## src/sv/ssr_pkg.sv

```systemverilog
// Shared constants and control/status types for the shell sort row block.
// Used by ssr_ctrl, ssr_dp and shell_sort_row; depends on nothing.
package ssr_pkg;

  localparam int MAX_ROW        = 16;
  localparam int IDX_W          = $clog2(MAX_ROW);
  localparam int CNT_W          = $clog2(MAX_ROW + 1);
  localparam int DATA_W         = 16;
  localparam int START_GAP      = 4;
  localparam int GAP_W          = $clog2(START_GAP + 1);
  localparam int LEN_W          = 5;
  localparam int ROW_LENGTH_RST = 10;
  localparam int CFG_ADDR_W     = 3;
  localparam int CFG_DATA_W     = 32;
  localparam int CFG_IDX_W      = CFG_ADDR_W - 2;

  localparam logic [CFG_IDX_W-1:0] REG_ROW_LENGTH = CFG_IDX_W'(0);

  // Commands from the controller to the datapath
  typedef struct packed {
    logic load;        // store incoming sample, bump fill count
    logic sort_start;  // reset sort and emit indexes, gap to start value
    logic fetch;       // read element j
    logic hold;        // latch element j, read its gap predecessor
    logic shift;       // move predecessor up one gap, read the next one
    logic place;       // write held element at its final slot
    logic advance;     // next element, or next pass at the end of a pass
    logic emit_rd;     // read element k for output
    logic emit_out;    // load output register with element k
  } ssr_cmd_t;

  // Status from the datapath to the controller
  typedef struct packed {
    logic row_full;     // fill count reaches the row length with this load
    logic j_ge_gap;     // element j has a gap predecessor
    logic greater;      // predecessor is strictly greater than held element
    logic pos_ge_2gap;  // after a move there is still a predecessor
    logic j_last;       // element j is the last of the row
    logic gap_one;      // current pass is the final one
    logic k_last;       // output index is at the last element
    logic out_free;     // output register can take a value this cycle
  } ssr_stat_t;

endpackage

```

## src/sv/ssr_ctrl.sv

```systemverilog
// Sequencer for the shell sort row block: load, gapped insertion passes, emit.
// Depends on ssr_pkg for the command and status types.
module ssr_ctrl (
  input  logic             clk,
  input  logic             rst_n,
  input  logic             in_valid,
  output logic             in_stall,
  input  ssr_pkg::ssr_stat_t stat,
  output ssr_pkg::ssr_cmd_t  cmd
);

  typedef enum logic [2:0] {
    ST_LOAD,
    ST_FETCH,
    ST_HOLD,
    ST_CMP,
    ST_PLACE,
    ST_EMIT_RD,
    ST_EMIT_WR
  } state_t;

  state_t state_r, state_nxt, adv_state;
  logic   in_stall_r;

  // Where to go once the current element is in place
  assign adv_state = (stat.j_last && stat.gap_one) ? ST_EMIT_RD : ST_FETCH;

  always_comb begin
    cmd       = '0;
    state_nxt = state_r;
    unique case (state_r)
      ST_LOAD: begin
        if (in_valid) begin
          cmd.load = 1'b1;
          if (stat.row_full) begin
            cmd.sort_start = 1'b1;
            state_nxt      = ST_FETCH;
          end
        end
      end
      ST_FETCH: begin
        cmd.fetch = 1'b1;
        state_nxt = ST_HOLD;
      end
      ST_HOLD: begin
        cmd.hold = 1'b1;
        if (stat.j_ge_gap) begin
          state_nxt = ST_CMP;
        end else begin
          cmd.advance = 1'b1;
          state_nxt   = adv_state;
        end
      end
      ST_CMP: begin
        if (stat.greater) begin
          cmd.shift = 1'b1;
          state_nxt = stat.pos_ge_2gap ? ST_CMP : ST_PLACE;
        end else begin
          cmd.place   = 1'b1;
          cmd.advance = 1'b1;
          state_nxt   = adv_state;
        end
      end
      ST_PLACE: begin
        cmd.place   = 1'b1;
        cmd.advance = 1'b1;
        state_nxt   = adv_state;
      end
      ST_EMIT_RD: begin
        cmd.emit_rd = 1'b1;
        state_nxt   = ST_EMIT_WR;
      end
      ST_EMIT_WR: begin
        // hold the read address so the read data stays put while stalled
        cmd.emit_rd = 1'b1;
        if (stat.out_free) begin
          cmd.emit_out = 1'b1;
          state_nxt    = stat.k_last ? ST_LOAD : ST_EMIT_RD;
        end
      end
      default: begin
        state_nxt = ST_LOAD;
      end
    endcase
  end

  always_ff @(posedge clk) begin
    if (!rst_n) begin
      state_r    <= ST_LOAD;
      in_stall_r <= 1'b0;
    end else begin
      state_r    <= state_nxt;
      in_stall_r <= (state_nxt != ST_LOAD);
    end
  end

  assign in_stall = in_stall_r;

`ifndef SYNTHESIS
  a_stall_tracks_state : assert property (@(posedge clk) disable iff (!rst_n)
    in_stall == (state_r != ST_LOAD))
    else $error("input stall out of step with controller state");

  a_full_starts_sort : assert property (@(posedge clk) disable iff (!rst_n)
    (state_r == ST_LOAD && in_valid && stat.row_full) |=> (state_r == ST_FETCH))
    else $error("completed row did not start sorting");

  a_emit_blocks_on_stall : assert property (@(posedge clk) disable iff (!rst_n)
    (state_r == ST_EMIT_WR && !stat.out_free) |=> (state_r == ST_EMIT_WR))
    else $error("emit advanced while output register was busy");
`endif

endmodule

```

## src/sv/ssr_dp.sv

```systemverilog
// Datapath for the shell sort row block: row store, sort indexes, compare
// and output register. Depends on ssr_pkg; driven by ssr_ctrl commands.
module ssr_dp (
  input  logic                              clk,
  input  logic                              rst_n,
  input  ssr_pkg::ssr_cmd_t                 cmd,
  output ssr_pkg::ssr_stat_t                stat,
  input  logic [ssr_pkg::LEN_W-1:0]         row_length,
  input  logic signed [ssr_pkg::DATA_W-1:0] sample_value,
  output logic                              out_valid,
  input  logic                              out_stall,
  output logic signed [ssr_pkg::DATA_W-1:0] sorted_value,
  output logic                              row_end
);

  logic signed [ssr_pkg::DATA_W-1:0] row_store [ssr_pkg::MAX_ROW];
  logic signed [ssr_pkg::DATA_W-1:0] rdata_r, held_r, out_value_r, wdata;
  logic [ssr_pkg::CNT_W-1:0]         cnt_r, cnt_inc, eff_len;
  logic [ssr_pkg::IDX_W-1:0]         j_r, pos_r, k_r, gap_i, pos_m_gap, raddr, waddr;
  logic [ssr_pkg::GAP_W-1:0]         gap_r;
  logic                              out_valid_r, out_end_r, we, cnt_room;

  // Zero length counts as one, anything above the store size saturates
  always_comb begin
    if (row_length == '0) begin
      eff_len = ssr_pkg::CNT_W'(1);
    end else if (ssr_pkg::CNT_W'(row_length) > ssr_pkg::CNT_W'(ssr_pkg::MAX_ROW)) begin
      eff_len = ssr_pkg::CNT_W'(ssr_pkg::MAX_ROW);
    end else begin
      eff_len = ssr_pkg::CNT_W'(row_length);
    end
  end

  assign cnt_room  = (cnt_r < ssr_pkg::CNT_W'(ssr_pkg::MAX_ROW));
  assign cnt_inc   = cnt_room ? (cnt_r + ssr_pkg::CNT_W'(1)) : cnt_r;
  assign gap_i     = ssr_pkg::IDX_W'(gap_r);
  assign pos_m_gap = pos_r - gap_i;

  assign stat.row_full    = (cnt_inc >= eff_len);
  assign stat.j_ge_gap    = (j_r >= gap_i);
  assign stat.greater     = (rdata_r > held_r);
  assign stat.pos_ge_2gap = (pos_m_gap >= gap_i);
  assign stat.j_last      = ((ssr_pkg::CNT_W'(j_r) + ssr_pkg::CNT_W'(1)) == cnt_r);
  assign stat.gap_one     = (gap_r == ssr_pkg::GAP_W'(1));
  assign stat.k_last      = ((ssr_pkg::CNT_W'(k_r) + ssr_pkg::CNT_W'(1)) == cnt_r);
  assign stat.out_free    = !out_valid_r || !out_stall;

  // Read address for the next cycle's data
  always_comb begin
    if (cmd.hold) begin
      raddr = j_r - gap_i;
    end else if (cmd.shift) begin
      raddr = pos_m_gap - gap_i;
    end else if (cmd.emit_rd) begin
      raddr = k_r;
    end else begin
      raddr = j_r;
    end
  end

  always_comb begin
    we    = 1'b0;
    waddr = pos_r;
    wdata = held_r;
    if (cmd.load) begin
      we    = cnt_room;
      waddr = cnt_r[ssr_pkg::IDX_W-1:0];
      wdata = sample_value;
    end else if (cmd.shift) begin
      we    = 1'b1;
      wdata = rdata_r;
    end else if (cmd.place) begin
      we    = 1'b1;
    end
  end

  always_ff @(posedge clk) begin
    if (we) begin
      row_store[waddr] <= wdata;
    end
    rdata_r <= row_store[raddr];
  end

  always_ff @(posedge clk) begin
    if (cmd.hold) begin
      held_r <= rdata_r;
    end
    if (cmd.emit_out) begin
      out_value_r <= rdata_r;
      out_end_r   <= stat.k_last;
    end
  end

  always_ff @(posedge clk) begin
    if (!rst_n) begin
      cnt_r       <= '0;
      j_r         <= '0;
      pos_r       <= '0;
      k_r         <= '0;
      gap_r       <= ssr_pkg::GAP_W'(ssr_pkg::START_GAP);
      out_valid_r <= 1'b0;
    end else begin
      if (cmd.load) begin
        cnt_r <= cnt_inc;
      end
      if (cmd.sort_start) begin
        j_r   <= '0;
        k_r   <= '0;
        gap_r <= ssr_pkg::GAP_W'(ssr_pkg::START_GAP);
      end
      if (cmd.hold) begin
        pos_r <= j_r;
      end else if (cmd.shift) begin
        pos_r <= pos_m_gap;
      end
      if (cmd.advance) begin
        if (stat.j_last) begin
          j_r <= '0;
          if (!stat.gap_one) begin
            gap_r <= gap_r >> 1;
          end
        end else begin
          j_r <= j_r + ssr_pkg::IDX_W'(1);
        end
      end
      if (cmd.emit_out) begin
        if (stat.k_last) begin
          cnt_r <= '0;
        end else begin
          k_r <= k_r + ssr_pkg::IDX_W'(1);
        end
      end
      if (cmd.emit_out) begin
        out_valid_r <= 1'b1;
      end else if (!out_stall) begin
        out_valid_r <= 1'b0;
      end
    end
  end

  assign out_valid    = out_valid_r;
  assign sorted_value = out_value_r;
  assign row_end      = out_end_r;

`ifndef SYNTHESIS
  a_count_bound : assert property (@(posedge clk) disable iff (!rst_n)
    cnt_r <= ssr_pkg::CNT_W'(ssr_pkg::MAX_ROW))
    else $error("fill count beyond row store size");

  a_gap_onehot : assert property (@(posedge clk) disable iff (!rst_n)
    $onehot(gap_r))
    else $error("gap is not a power of two");

  a_shift_has_pred : assert property (@(posedge clk) disable iff (!rst_n)
    cmd.shift |-> (pos_r >= gap_i))
    else $error("element moved from below index zero");

  a_last_marked : assert property (@(posedge clk) disable iff (!rst_n)
    (cmd.emit_out && stat.k_last) |=> (out_valid && row_end && cnt_r == '0))
    else $error("last element of row not marked or count not cleared");
`endif

endmodule

```

## src/sv/shell_sort_row.sv

```systemverilog
// Top level of the shell sort row block: configuration register and
// APB-style port, ssr_ctrl sequencer and ssr_dp datapath. Depends on ssr_pkg.
//
// Values arrive one per transaction and are taken one per cycle until the
// configured row length (0 counts as 1, above 16 saturates to 16) is held.
// The transaction that completes the row starts a Shell sort with gaps 4, 2
// and 1 on the single row store, which does one read and one write a cycle:
// each pass fetches and holds every element in turn, compares an element
// that has a predecessor one gap back with it, moves the predecessor up one
// gap on each compare that finds it greater, then places the held element.
// The sorted row then leaves ascending, each value read from the store and
// then loaded into the output register once it is free, with row_end on the
// last one. Input is stalled from the completing transaction until the last
// value is in the output register, which holds it while the next row loads.
// Write row_length only while no row is in progress.
module shell_sort_row (
  input  logic                                  clk,
  input  logic                                  rst_n,
  input  logic                                  in_valid,
  output logic                                  in_stall,
  input  logic signed [ssr_pkg::DATA_W-1:0]     in_sample_value,
  output logic                                  out_valid,
  input  logic                                  out_stall,
  output logic signed [ssr_pkg::DATA_W-1:0]     out_sorted_value,
  output logic                                  out_row_end,
  input  logic                                  psel,
  input  logic                                  penable,
  input  logic                                  pwrite,
  input  logic [ssr_pkg::CFG_ADDR_W-1:0]        paddr,
  input  logic [ssr_pkg::CFG_DATA_W-1:0]        pwdata,
  output logic [ssr_pkg::CFG_DATA_W-1:0]        prdata,
  output logic                                  pready
);

  ssr_pkg::ssr_cmd_t          cmd;
  ssr_pkg::ssr_stat_t         stat;
  logic [ssr_pkg::LEN_W-1:0]  row_length_r;
  logic [ssr_pkg::CFG_IDX_W-1:0] reg_idx;
  logic                       reg_wr;

  assign pready  = 1'b1;
  assign reg_idx = paddr[ssr_pkg::CFG_ADDR_W-1:2];
  assign reg_wr  = psel && penable && pwrite && pready;

  always_ff @(posedge clk) begin
    if (!rst_n) begin
      row_length_r <= ssr_pkg::LEN_W'(ssr_pkg::ROW_LENGTH_RST);
    end else if (reg_wr && reg_idx == ssr_pkg::REG_ROW_LENGTH) begin
      row_length_r <= pwdata[ssr_pkg::LEN_W-1:0];
    end
  end

  always_comb begin
    unique case (reg_idx)
      ssr_pkg::REG_ROW_LENGTH: prdata = ssr_pkg::CFG_DATA_W'(row_length_r);
      default:                 prdata = '0;
    endcase
  end

  ssr_ctrl u_ctrl (
    .clk      (clk),
    .rst_n    (rst_n),
    .in_valid (in_valid),
    .in_stall (in_stall),
    .stat     (stat),
    .cmd      (cmd)
  );

  ssr_dp u_dp (
    .clk          (clk),
    .rst_n        (rst_n),
    .cmd          (cmd),
    .stat         (stat),
    .row_length   (row_length_r),
    .sample_value (in_sample_value),
    .out_valid    (out_valid),
    .out_stall    (out_stall),
    .sorted_value (out_sorted_value),
    .row_end      (out_row_end)
  );

endmodule

```

## config.mk

```make
export PLATFORM = sky130hd
export DESIGN_NAME = shell_sort_row
export DESIGN_NICKNAME = d
export VERILOG_FILES = /design/src/sv/ssr_pkg.sv /design/src/sv/ssr_ctrl.sv /design/src/sv/ssr_dp.sv /design/src/sv/shell_sort_row.sv
export SDC_FILE = /design/constraint.sdc
export NUM_CORES = 1
export LEC_CHECK = 0
export ABC_AREA = 1
export BUFFER_PORTS_ARGS = -buffer_cell sky130_fd_sc_hd__buf_2
export CAP_MARGIN = 20
export CORE_UTILIZATION = 55
export CTS_CLUSTER_SIZE = 8
export DETAILED_ROUTE_END_ITERATION = 16
export GPL_ROUTABILITY_DRIVEN = 0
export MAX_ROUTING_LAYER = met4
export PLACE_DENSITY = 0.81
export SYNTH_ARGS = -nofsm -noshare
export SYNTH_HDL_FRONTEND = slang
export SYNTH_SLANG_ARGS = --single-unit
```

## constraint.sdc

```tcl
create_clock -name clk -period 3.3 [get_ports clk]
set_clock_uncertainty 0.2 [all_clocks]
set_input_delay 0.66 -clock clk [delete_from_list [all_inputs] [get_ports clk]]
set_output_delay 0.66 -clock clk [all_outputs]
set_load 0.05 [all_outputs]
```

After elaboration in Yosys (flattened, before gate mapping) --
Memory sizes are Yosys's and may differ from the RTL's. A register that Yosys moved wholly into a read port is not among the register bits. Index checks and enable logic that the tools add are counted. W data, S select, Z words.
Cells by class: muxes and demuxes 54, eq/ne operators 10, reductions and logical operators 13, $lt $le $gt $ge 6, bitwise operators 1, add/sub/neg operators 8
Operator list (count):
- $mux W4 | 12
- $mux W3 | 12
- $mux W5 | 7
- $mux W16 | 2
- $pmux W3 S7 | 1
- $gt A16 B16 Y1 | 1
- $mux W1 | 15
- $sub A4 B3 Y4 | 3
- $add A4 B1 Y5 const B | 2
- $eq A5 B5 Y1 | 2
- $eq A3 B3 Y1 const B | 3
- $add A4 B1 Y4 const B | 2
- $ge A4 B3 Y1 | 2
- $eq A3 B1 Y1 const B | 2
- $eq A3 B2 Y1 const B | 2
- $mux W2 | 3
- $add A5 B1 Y5 const B | 1
- $ge A5 B5 Y1 | 1
- $gt A5 B5 Y1 const B | 1
- $logic_not A5 Y1 | 1
- $lt A5 B5 Y1 const B | 1
- $logic_and A1 B1 Y1 | 4
- $reduce_bool A2 Y1 | 2
- $logic_not A3 Y1 | 1
- other kinds (8) | 9
Word-level totals: bits of input ports 58, output and inout port bits 52, memory bits (writable) 256, logic and storage cells 105, memories kept 1, bits in registers 63
Memories:
- u_dp.row_store | depth 16, width 16, read ports 1, clocked after memory_dff 1, wr ports 1, line ssr_dp.sv:16 | logic signed [ssr_pkg::DATA_W-1:0] row_store [ssr_pkg::MAX_ROW];

Longest topological paths before layout --
Gate-level depths: netlist of run 1.
depth in word-level cells 11, mapped depth 23, mapped depth without buffers 21

By module --
From an unflattened synthesis of run 1, not the netlist that was laid out.
Second synthesis, totals: cells, all modules 1848, area total of the unflattened synthesis 16711.0 um^2
Modules (own cells, without submodules):
- ssr_dp | sequential area each 9419.0 um^2, times used 1, cells each 1705, area each 15822.7 um^2
- shell_sort_row | sequential area each 100.1 um^2, times used 1, cells each 74, area each 490.5 um^2
- ssr_ctrl | sequential area each 80.1 um^2, times used 1, cells each 69, area each 397.9 um^2

Worst setup path before layout of run 1 --
No wires, ideal clock.
path kind register to register, from register u_dp.held_r[15] (netlist name), to memory u_dp.row_store[0][0] (netlist name) (enable), arrival 2506 ps, period minus slack after synthesis 3094 ps, path slack 206 ps, cell stages (with the launch flop) 13, cell sequence edfxtp_1 -> inv_1 -> ha_1 -> a21oi_1 -> o21ai_1 -> a21oi_1 -> nand2_1 -> nand2_1 -> nand4_2 -> buf_6 -> o2111ai_1 -> nand3_1 -> nor2_1
On the way: cells in the longest elaborated chain, start to end 8, elaborated cells between the ends (all ways) 10
Ends and longest elaborated chain:
- start: declaration | line ssr_dp.sv:17 | logic signed [ssr_pkg::DATA_W-1:0] rdata_r, held_r, out_value_r, wdata;
- start signal: assignment | line ssr_dp.sv:86 | held_r <= rdata_r;
- $gt A16 B16 Y1 * | line ssr_dp.sv:41 | assign stat.greater = (rdata_r > held_r);
- $mux W2 | line ssr_ctrl.sv:55 | if (stat.greater) begin
- $pmux W1 S2 | line ssr_ctrl.sv:31 | unique case (state_r)
- $mux W1 | line ssr_dp.sv:72 | end else if (cmd.place) begin
- $mux W1 * | line ssr_dp.sv:69 | end else if (cmd.shift) begin
- $mux W1 * | line ssr_dp.sv:65 | if (cmd.load) begin
- $mux W1 * | line ssr_dp.sv:78 | if (we) begin
- $mux W1 (not written as such) * | line ssr_dp.sv:79 | row_store[waddr] <= wdata;
- end: declaration | line ssr_dp.sv:16
Mark *: on every way between the ends. The rest lies on a longest branch, timed or not.

Final worst setup path of run 1 --
from register u_dp.held_r[9] (netlist name), to register u_dp.rdata_r[14] (netlist name), read port of u_dp.row_store
On the way: cells in the longest elaborated chain, start to end 5
Ends and longest elaborated chain:
- $gt A16 B16 Y1 | line ssr_dp.sv:41
- $mux W1 | line ssr_ctrl.sv:55
- $mux W1 | line ssr_ctrl.sv:31
- $mux W4 | line ssr_dp.sv:52 | end else if (cmd.shift) begin
- $mux W4 | line ssr_dp.sv:50 | if (cmd.hold) begin
- end: declaration | line ssr_dp.sv:17
No other way between the ends. A chain may end at the register's enable or synchronous reset.

==> metrics.cfg, run 1 <==
[final_layout]
drive_gt1_frac=0.135
fin_util=0.654
area_delta_synth_final_pct=16.6
diodes=0
fin_nets=1845
final_area_sq_um=18900
fin_cells=2161

[detailed_routing]
drt_first_iter_violations=1764
routed_wl_mm=40.5
route.antenna.remaining_nets=0
vias=12600
wire_per_inst_um=18.7
drc=0
firstDrtPassIters=6
viasPerCell=5.84

[timing]
timing.hold.ws_ns=0.164
finalSetupViolCount=0
min_period_ns=3.26
relSlewSlack=0.478
slew_viol_final=0
max_freq_mhz=306
final_hold_viol_count=0
fin_ws_ns=0.0363
finalCritPeriodShare=0.989
worst_slew_pin_slew_ns=0.784
setup_tns_ns=0

[worst_setup_path]
cp.arrival_ns=3.55
cp_max_fo=16
slowest_delay_ns=0.37
worstPathRequired_ns=3.58
cpMostUsedCell=nand2_1
critPathKind=flip-flop to flip-flop
cpMaxStageDelayCell=edfxtp_1
critPathLaunchType=flip-flop
cp-end-kind=flip-flop
crit_chain=inv_1, ha_1, nand2_1, nand2_1, nand3_1, nand2_1, a21oi_2, buf_4, nand2_1, nand2_2, nand4_4, buf_6, buf_4, nand2_2, inv_2, nand2_1, nand3_2, inv_2, nand3_1, nand2_1

[job]
max_cap_violations=0

[synth]
ys_seq_elements=335
ys_top_cells_by_area=edfxtp_1 (54%), nand3_1 (7.7%), inv_1 (7.5%)
synth_most_common_cell=inv_1
yosys.cell_types.count=44
synth_common_cells=inv_1 (324), edfxtp_1 (289), nand2_1 (262), nand3_1 (248), nand4_1 (133)
synth_seq_area_share=0.593
async_reset_ff_frac=0
netlist_instances=1664
synth_top_area_frac=0.536
synth-edff-count=289
synth_top_cell_by_area=edfxtp_1
syn_area_sq_um=16200
syn_avg_cell_area_sq_um=9.72
yosys_warnings=0
synth_flop_cell=edfxtp_1

[placement]
pre_cts_ws_ns=-0.126
numPortBuffers=52
post_dp_cell_area_sq_um=17300
hpwl_mm=24.1
dp.cells=2080

[clock_network]
root_buffer=clkbuf_16
clock_latency_ns=0.55
cts_sinks=335
cts_buffers=47
cts_max_level=2
cts_buffer_depth=3
cts_tree=done
clk_pin_slew_ns=0.05

[global_route]
grt_max_degree=56
grt_remaining_overflow=0
first_global_vias=12300
grt_antenna_before_repair=0
grt_pass1_wl_mm=62.4
grtUsageTotal=0.272

[min_path]
holdCritPathClass=input pin to flip-flop

[floorplan]
die_width_um=174
die_h_um=174
start_util=0.561
rows=62
core-area_sq_um=28900
ios=110
die-area_sq_um=30100

[power]
power.total_mw=12.3
power_density_nw_per_um2=653
p_leak_nw=8.24
ir_worst_vdd_mv=0.400

[run_status]
outcome=completed

-- worst max-delay path, delay by kind of cell, from the launching register on --
family	cells	cell delay, ns
adder cells (fa/ha/maj)	1	0.27
AND/OR/NAND/NOR	12	1.19
flip-flops	1	0.37
AO/OA/AOI/OAI	1	0.16
buffers and inverters	6	1.01
-- placed cells by master, fill, tap and decap left out, types with 3 or more instances in the layout --
| cell type | synthesis | routed |
|---|---|---|
| inv_1 | 324 | 324 |
| edfxtp_1 | 289 | 289 |
| nand2_1 | 262 | 254 |
| nand3_1 | 248 | 237 |
| nand4_1 | 133 | 133 |
| buf_2 | 54 | 52 |
| clkbuf_16 | 0 | 48 |
| dfxtp_1 | 46 | 46 |
| nor2_1 | 50 | 45 |
| o21ai_0 | 42 | 42 |
| buf_4 | 34 | 41 |
| ha_1 | 33 | 33 |
| a21oi_1 | 32 | 30 |
| buf_12 | 0 | 30 |
| conb_1 | 2 | 28 |
| clkbuf_1 | 28 | 26 |
| xor2_1 | 17 | 17 |
| nand3_2 | 4 | 13 |
| nand2_2 | 1 | 8 |
| o21ai_2 | 0 | 8 |
| or2_2 | 6 | 6 |
| inv_2 | 7 | 5 |
| nor2_2 | 0 | 5 |
| o211ai_1 | 5 | 5 |
| buf_6 | 3 | 4 |
| a31oi_1 | 3 | 3 |
| a211oi_1 | 3 | 3 |
| nand3_4 | 0 | 3 |
-- flip-flops by register name (all words and copies together), names as in the netlist, 4 cells and up --
name and cells:
u_dp.pos_r 4, u_dp.row_store 256, u_dp.cnt_r 5, u_dp.sorted_value 16, u_dp.k_r 4, u_dp.held_r 16, row_length_r 5, u_dp.j_r 4
u_dp.rdata_r 16
-- path summary, 6_finish.rpt --
path | start | end | slack, ns | cells past startpoint
max | u_dp.held_r[9]$_DFFE_PP_ | u_dp.rdata_r[14]$_DFF_P_ | 0.04 | 20
min | pwdata[3] | row_length_r[3]$_SDFFE_PN1P_ | 0.16 | 3
max reg2reg | u_dp.held_r[9]$_DFFE_PP_ | u_dp.rdata_r[14]$_DFF_P_ | 0.04 | 20
min reg2reg | u_dp.pos_r[3]$_SDFFE_PN0P_ | u_dp.pos_r[3]$_SDFFE_PN0P_ | 0.29 | 2
-- power by group --
part,switching [mW],internal [mW]
combinational,1.87,0.871
sequential,0.172,5.09
clock,1.70,2.61
total,3.74,8.58
-- layout make-up --
class	instances	area [sq um]
fill	1981	9980
clock inverter	2	32.5
sequential	335	9600
tap	384	480
clock buffer	73	1270
inverter	331	1250
timing repair buffer	130	1270
multi-input combinational	906	4970
-- logic make-up after synthesis --
logic type | after synthesis | share of synthesized area
XOR/XNOR | 18 | 0.00974
AND/OR/NAND/NOR | 714 | 0.211
multiplexers | 2 | 0.00124
flip-flops | 335 | 0.593
buffers and inverters | 450 | 0.118
AO/OA/AOI/OAI | 107 | 0.0369
adder cells (fa/ha/maj) | 36 | 0.0292
other | 2 | 0.000464
-- per-layer routing --
layer  part of all wire  GRT usage  vias up  wire [um]
li1                   -          -     5735          -
met1               0.36      0.331     5902      14600
met2               0.49      0.446      840      19900
met3               0.11     0.0518      141       4550
met4              0.035      0.109        0       1410
met5                  0          -        -          0
-- timing repair --
| action | in CTS | in global routing |
|---|---|---|
| endpoints found under the hold margin | 0 | 0 |
| resized for setup | 12 | 38 |
| setup endpoints to repair | 144 | 272 |
| cloned | 0 | 2 |
| setup buffers | 1 | 3 |
| hold buffers | 0 | 0 |
| pin swaps | 0 | 4 |
Power figures use the tool's default switching activity.
==> run 2, diff against run 1 <==
--- a/config.mk
+++ b/config.mk
@@ -5,10 +5,9 @@
 export SDC_FILE = /design/constraint.sdc
 export NUM_CORES = 1
 export LEC_CHECK = 0
-export ABC_AREA = 1
 export BUFFER_PORTS_ARGS = -buffer_cell sky130_fd_sc_hd__buf_2
 export CAP_MARGIN = 20
-export CORE_UTILIZATION = 55
+export CORE_UTILIZATION = 54
 export CTS_CLUSTER_SIZE = 8
 export DETAILED_ROUTE_END_ITERATION = 16
 export GPL_ROUTABILITY_DRIVEN = 0
==> metrics.cfg, run 2 <==
[run_status]
outcome=finished with violations
violations=negative setup slack

[placement]
hpwl_mm=20.6  ; -14%
post_dp_cell_area_sq_um=16200  ; -6.2%
pre_cts_ws_ns=-0.495  ; -0.369 ns
numPortBuffers=52  ; unchanged
dp.cells=1578  ; -24%

[global_route]
gr-usage-met1=0.340  ; +0.00953
met3_usage=0.0404  ; -0.0114
grt_pass1_wl_mm=56.6  ; -9.4%
grtUsageMet2=0.459  ; +0.0121
grtUsageTotal=0.277  ; +0.00536
grt_most_used_layer=met2
first_global_vias=10200  ; -17%
grt_remaining_overflow=0  ; unchanged
grt_max_degree=45  ; -20%
grt_antenna_before_repair=0  ; unchanged

[clock_network]
root_buffer=clkbuf_16
cts_buffers=47  ; unchanged
cts_tree=done
cts_sinks=335  ; unchanged
cts_buffer_depth=3  ; unchanged
clk_pin_slew_ns=0.05  ; about the same
cts_max_level=2  ; unchanged
clock_latency_ns=0.56  ; about the same

[final_layout]
final_cell_mix=edfxtp_1 (289), nand2_1 (179), buf_4 (116)
largest-register=u_dp.row_store
area_delta_synth_final_pct=27.7
drive_gt1_frac=0.263  ; +0.128
diodes=0  ; unchanged
final_area_sq_um=18700  ; -0.89%
fill_cells=1414  ; -29%
fin_nets=1430  ; -22%
fin_cells=1698  ; -21%
fin_util=0.710  ; +0.0558
final_common_cell=edfxtp_1
largest_register_ffs=256  ; unchanged

[timing]
max_freq_mhz=250  ; -18%
relSlewSlack=0.547  ; +0.0698
final_hold_viol_count=0  ; unchanged
rsz0062_at_grt=true
finalCritPeriodShare=1.21  ; +0.224
min_period_ns=4.00  ; +0.738 ns
worst_slew_pin_slew_ns=0.673  ; -0.110 ns
slew_viol_final=0  ; unchanged
finalSetupViolCount=256  ; +256
fin_ws_ns=-0.701  ; -0.738 ns

[detailed_routing]
routed_wl_mm=42.4  ; +4.6%
wire_per_inst_um=25.0  ; +33%
firstDrtPassIters=6  ; unchanged
drc=0  ; unchanged
drt_first_iter_violations=1606  ; -9.0%
vias=10800  ; -14%
route.antenna.remaining_nets=0  ; unchanged
viasPerCell=6.37  ; +9.1%

[synth]
yosys.cell_types.count=61  ; +39%
synth_seq_area_share=0.656  ; +0.0623
ys_top_cells_by_area=edfxtp_1 (59%), dfxtp_1 (6.3%), mux2i_1 (6.0%)
syn_area_sq_um=14600  ; -9.5%
synth_top_area_frac=0.593  ; +0.0563
yosys_warnings=0  ; unchanged
synth_top_cell_by_area=edfxtp_1
syn_avg_cell_area_sq_um=13.0  ; +34%
async_reset_ff_frac=0  ; unchanged
synth_most_common_cell=edfxtp_1
ys_seq_elements=335  ; unchanged
synth_flop_cell=edfxtp_1
synth_common_cells=edfxtp_1 (289), nand2_1 (187), mux2i_1 (88), nor2_1 (52), dfxtp_1 (46)
synth-edff-count=289  ; unchanged
netlist_instances=1125  ; -32%

[floorplan]
ios=110  ; unchanged
rows=59  ; -4.8%
die_width_um=167  ; -3.9%
die_h_um=167  ; -3.9%
die-area_sq_um=27800  ; -7.7%
core-area_sq_um=26400  ; -8.7%
start_util=0.556  ; -0.00504

[worst_setup_path]
cp_top_family=buffers and inverters
rr_worst_depth=18  ; -10%
rrSetupSlack_ns=-0.70  ; -0.74 ns
critPathKind=flip-flop to flip-flop
cpMaxStageDelayCell=edfxtp_1
slowest_delay_ns=0.37  ; about the same
crit_chain=inv_2, ha_4, nand4_1, buf_4, nor2_2, a211o_1, buf_4, nor4_2, buf_4, o211ai_1, o211ai_1, buf_4, buf_4, nor3_4, buf_12, nand3_1, nand4_1, a221oi_2
critPathLaunchType=flip-flop
path_buf_inv=7  ; +1
timing.rr.start=u_dp.held_r[9]$_DFFE_PP_
cp-end-kind=flip-flop
cpMostUsedCell=buf_4
worstPathRequired_ns=3.52  ; -0.06 ns
timing.rr.end=u_dp.rdata_r[12]$_DFF_P_
cp_max_fo=8  ; -8
cp.arrival_ns=4.22  ; +0.67 ns

[power]
ir_worst_vdd_mv=0.381  ; -4.6%
p_leak_nw=7.09  ; -14%
power_density_nw_per_um2=535  ; -18%

[min_path]
holdCritPathClass=input pin to flip-flop
worstHoldStart=pwdata[3]
worst_hold_path.num_cells=3  ; unchanged
holdPathEnd=row_length_r[3]$_SDFFE_PN1P_

[job]
max_cap_violations=0  ; unchanged

run 2: cell count changes after synthesis, sizes merged, moves of 17 or more:
cell    change
nand2      -76
buf        -36
nand3     -210
o21ai      -21
nand4     -111
nor2b      +17
a221oi     +17
mux2i      +86
a32oi      +32
inv       -297
run 2: worst max-delay path by stage:
stage                         startpoint                  endpoint  slack (ns)  cells past startpoint
3_5_place_dp   u_dp.held_r[14]$_DFFE_PP_  u_dp.rdata_r[11]$_DFF_P_       -0.50                     15
6_report        u_dp.held_r[9]$_DFFE_PP_  u_dp.rdata_r[12]$_DFF_P_       -0.70                     18
3_3_place_gp    u_dp.held_r[7]$_DFFE_PP_  u_dp.rdata_r[11]$_DFF_P_       -0.36                     15
2_1_floorplan  u_dp.held_r[15]$_DFFE_PP_  u_dp.rdata_r[14]$_DFF_P_        0.02                     13
5_1_grt         u_dp.held_r[9]$_DFFE_PP_  u_dp.rdata_r[12]$_DFF_P_       -0.77                     18
4_1_cts        u_dp.held_r[12]$_DFFE_PP_  u_dp.rdata_r[11]$_DFF_P_       -0.37                     17
run 2: kinds of logic (layout without fill, tap and decap cells):
kind of cell	Yosys count	count (layout)	share of synthesized area
mux	90	90	0.0617
compound gates	155	155	0.0812
buf+inv	116	328	0.0404
fa+ha+maj	36	36	0.0323
xor+xnor	21	21	0.0126
simple gates	370	370	0.116
flops	335	335	0.656
other cells	2	28	0.000513
run 2: final cells by class:
cell class              count  area (sq um)  area share
clock inverters             2          46.3     0.00247
flip-flops and latches    335          9600       0.513
well taps                 335           419      0.0224
inverters                  35           131     0.00702
multi-input cells         700          5050       0.270
repair buffers            217          2160       0.115
clock buffers              74          1300      0.0694
run 2: worst reg2reg max path, cell delays in order, from the launching register on:
cell and delay, ns:
edfxtp_1 0.37, inv_2 0.06, ha_4 0.28, nand4_1 0.23
buf_4 0.23, nor2_2 0.13, a211o_1 0.22, buf_4 0.13
nor4_2 0.04, buf_4 0.15, o211ai_1 0.29, o211ai_1 0.27
buf_4 0.21, buf_4 0.14, nor3_4 0.30, buf_12 0.20
nand3_1 0.09, nand4_1 0.24, a221oi_2 0.08
run 2: per-stage QoR:
stage	hold WS [ns]	TNS, ns	total power, mW
2_1_floorplan	0.247	0	5.20
3_3_place_gp	0.313	-9.00	5.42
3_5_place_dp	0.324	-21.74	5.44
4_1_cts	0.112	-5.66	9.83
5_1_grt	0.145	-44.23	10.2
6_report	0.123	-30.03	10.0
run 2: what timing repair did:
action	CTS	global route
cloned	4	11
resized for setup	32	59
endpoints found under the hold margin	0	0
pin swaps	26	51
endpoints found under the setup margin	234	260
buffers inserted	13	18
hold buffers	0	0
run 2: per-layer routing:
layer  vias up  wire, um
met4         0      2120
met2       898     20600
met5         -         0
li1       4545         -
met3       201      4570
met1      5168     15100
run 2: power by group:
part | total, mW | internal, mW | switching, mW
logic | 0.797 | 0.306 | 0.491
registers | 4.74 | 4.70 | 0.0390
clock network | 4.46 | 2.67 | 1.79
total | 10.0 | 7.68 | 2.32
==> run 3, diff against run 2 <==
--- a/config.mk
+++ b/config.mk
@@ -7,12 +7,12 @@
 export LEC_CHECK = 0
 export BUFFER_PORTS_ARGS = -buffer_cell sky130_fd_sc_hd__buf_2
 export CAP_MARGIN = 20
-export CORE_UTILIZATION = 54
+export CORE_UTILIZATION = 59
 export CTS_CLUSTER_SIZE = 8
 export DETAILED_ROUTE_END_ITERATION = 16
 export GPL_ROUTABILITY_DRIVEN = 0
 export MAX_ROUTING_LAYER = met4
-export PLACE_DENSITY = 0.81
+export PLACE_DENSITY = 0.8
 export SYNTH_ARGS = -nofsm -noshare
 export SYNTH_HDL_FRONTEND = slang
 export SYNTH_SLANG_ARGS = --single-unit
==> constraint.sdc (replaced) <==
create_clock -name clk -period 5 [get_ports clk]
set_clock_uncertainty 0.2 [all_clocks]
set_input_delay 0.25 -clock clk [delete_from_list [all_inputs] [get_ports clk]]
set_output_delay 0.25 -clock clk [all_outputs]
set_load 0.05 [all_outputs]
==> metrics.cfg, run 3 (synthesis gave the netlist of run 2 again) <==
[run_status]
outcome=completed

[clock_network]
clock_latency_ns=0.56  ; about the same
cts_max_level=2  ; unchanged
clk_pin_slew_ns=0.05  ; about the same
cts_setup_buffers=0  ; -13
cts_buffers=48  ; +2.1%
cts_sinks=335  ; unchanged
root_buffer=clkbuf_16
cts_tree=done
cts_buffer_depth=3  ; unchanged
cts_resized=0  ; -100%

[min_path]
holdCritPathClass=input pin to flip-flop
worstHoldStart=in_valid

[timing]
rsz0062_at_grt=false
worst_slew_pin_slew_ns=0.888  ; +0.215 ns
finalCritPeriodShare=0.849  ; -0.363
slew_viol_final=0  ; unchanged
min_period_ns=4.25  ; +0.245 ns
relSlewSlack=0.408  ; -0.139
finalSetupViolCount=0  ; -100%
setup_tns_ns=0  ; +30.03 ns
final_hold_viol_count=0  ; unchanged
max_freq_mhz=235  ; -5.8%

[global_route]
grt_pass1_wl_mm=50.9  ; -10%
grt_antenna_before_repair=0  ; unchanged
grt_remaining_overflow=0  ; unchanged
grtUsageTotal=0.269  ; -0.00790
first_global_vias=9414  ; -7.6%
grt_max_degree=100  ; +120%

[worst_setup_path]
cp.arrival_ns=4.47  ; +0.25 ns
worstPathRequired_ns=5.23  ; +1.71 ns
crit_start=u_dp.held_r[15]$_DFFE_PP_
cp-end-kind=flip-flop
critPathKind=flip-flop to flip-flop
timing.rr.start=u_dp.held_r[15]$_DFFE_PP_
critPathLaunchType=flip-flop
cp_max_fo=13  ; +5

[detailed_routing]
drc=0  ; unchanged
viasPerCell=6.06  ; -4.8%
route.antenna.remaining_nets=0  ; unchanged
wl_met1_mm=13.3  ; -12%
firstDrtPassIters=7  ; +1
wire_per_inst_um=20.8  ; -17%
dr_wl_met3_mm=2.94  ; -36%
top_layer=met4
vias=9561  ; -12%
drt_first_iter_violations=1120  ; -30%
dr_wl_met2_mm=15.7  ; -24%
routed_wl_mm=32.8  ; -23%

[floorplan]
die_h_um=160  ; -4.3%
ios=110  ; unchanged
die_width_um=160  ; -4.3%
start_util=0.602  ; +0.0465
die-area_sq_um=25500  ; -8.4%
core-area_sq_um=24300  ; -7.7%
rows=57  ; -3.4%

[final_layout]
fin_nets=1327  ; -7.2%
largest_register_ffs=256  ; unchanged
drive_gt1_frac=0.141  ; -0.121
fill_cells=1575  ; +11%
seq_area_sq_um=9600  ; unchanged
final_cell_mix=edfxtp_1 (289), nand2_1 (187), mux2i_1 (88)
diodes=0  ; unchanged
largest-register=u_dp.row_store
area_delta_synth_final_pct=14.9
multi_input_area_sq_um=4560  ; -9.8%
final_common_cell=edfxtp_1

[placement]
numPortBuffers=52  ; unchanged
hpwl_mm=19.0  ; -7.9%

[power]
p_seq_frac=0.491  ; +0.017
power.total_mw=6.38  ; -36%
p_leak_nw=6.28  ; -11%
swShare=0.223  ; -0.00950
pwr-share-comb=0.056  ; -0.024
power_density_nw_per_um2=379  ; -29%
ir_worst_vdd_mv=0.265  ; -30%
internal_power_mw=4.96  ; -35%
power.switching_mw=1.42  ; -39%
clkPwrFrac=0.452  ; +0.006

[job]
max_cap_violations=0  ; unchanged

## run 3: layout make-up
cell class / count / area share
timing repair buffer: 113 / 0.0462
clock inverter: 5 / 0.00535
inverter: 35 / 0.00781
tap: 324 / 0.0241
sequential: 335 / 0.570
clock buffer: 65 / 0.0752
multi-input combinational: 700 / 0.271
## run 3: metal layers
layer,global-route usage,vias up
li1,-,4338
met1,0.354,4640
met2,0.420,500
met3,0.0505,83
met4,0.0979,0
met5,-,-
## run 3: critical path: stages, from the launching register on
cell	delay, ns
edfxtp_1	0.35
inv_1	0.05
ha_1	0.39
nand4_2	0.19
nor4_2	0.45
o21ai_1	0.17
nand4_1	0.29
a21oi_4	0.17
o211ai_1	0.53
and3_1	0.69
buf_4	0.29
a32oi_1	0.10
nand4_1	0.18
a221oi_2	0.06
## run 3: final timing paths
check | endpoint | slack, ns | cells after the start
setup / recovery | u_dp.rdata_r[12]$_DFF_P_ | 0.75 | 13
setup reg to reg | u_dp.rdata_r[12]$_DFF_P_ | 0.75 | 13
hold / removal | u_dp.cnt_r[4]$_SDFF_PN0_ | 0.0004 | 4
hold reg to reg | u_dp.held_r[12]$_DFFE_PP_ | 0.30 | 0
## run 3: repair_timing
item / in CTS / in global routing
endpoints found under the setup margin: 0 / 0
hold endpoints to repair: 28 / 0
hold buffers: 14 / 0
## run 3: power by group through the flow
stage | Sequential (mW) | Clock [mW] | Combinational [mW]
4_1_cts | 3.13 | 2.90 | 0.353
5_1_grt | 3.14 | 3.02 | 0.387
6_report | 3.14 | 2.89 | 0.358
3_3_place_gp | 3.18 | 0 | 0.331
3_5_place_dp | 3.19 | 0 | 0.342
2_1_floorplan | 3.17 | 0 | 0.256
## run 3: stage by stage
stage | util | instances | setup slack (ns) | area [sq um] | hold WS, ns
global placement | 0.630 | 1492 | 0.965 | 15300 | 0.259
floorplan | - | 1151 | 1.41 | 14700 | 0.175
finish | 0.692 | 1577 | 0.754 | 16800 | 0.000353
detailed placement | 0.630 | 1492 | 0.845 | 15300 | 0.266
CTS | 0.692 | 1576 | 0.789 | 16800 | 0.00632
global route | 0.692 | 1577 | 0.648 | 16800 | 0.0496
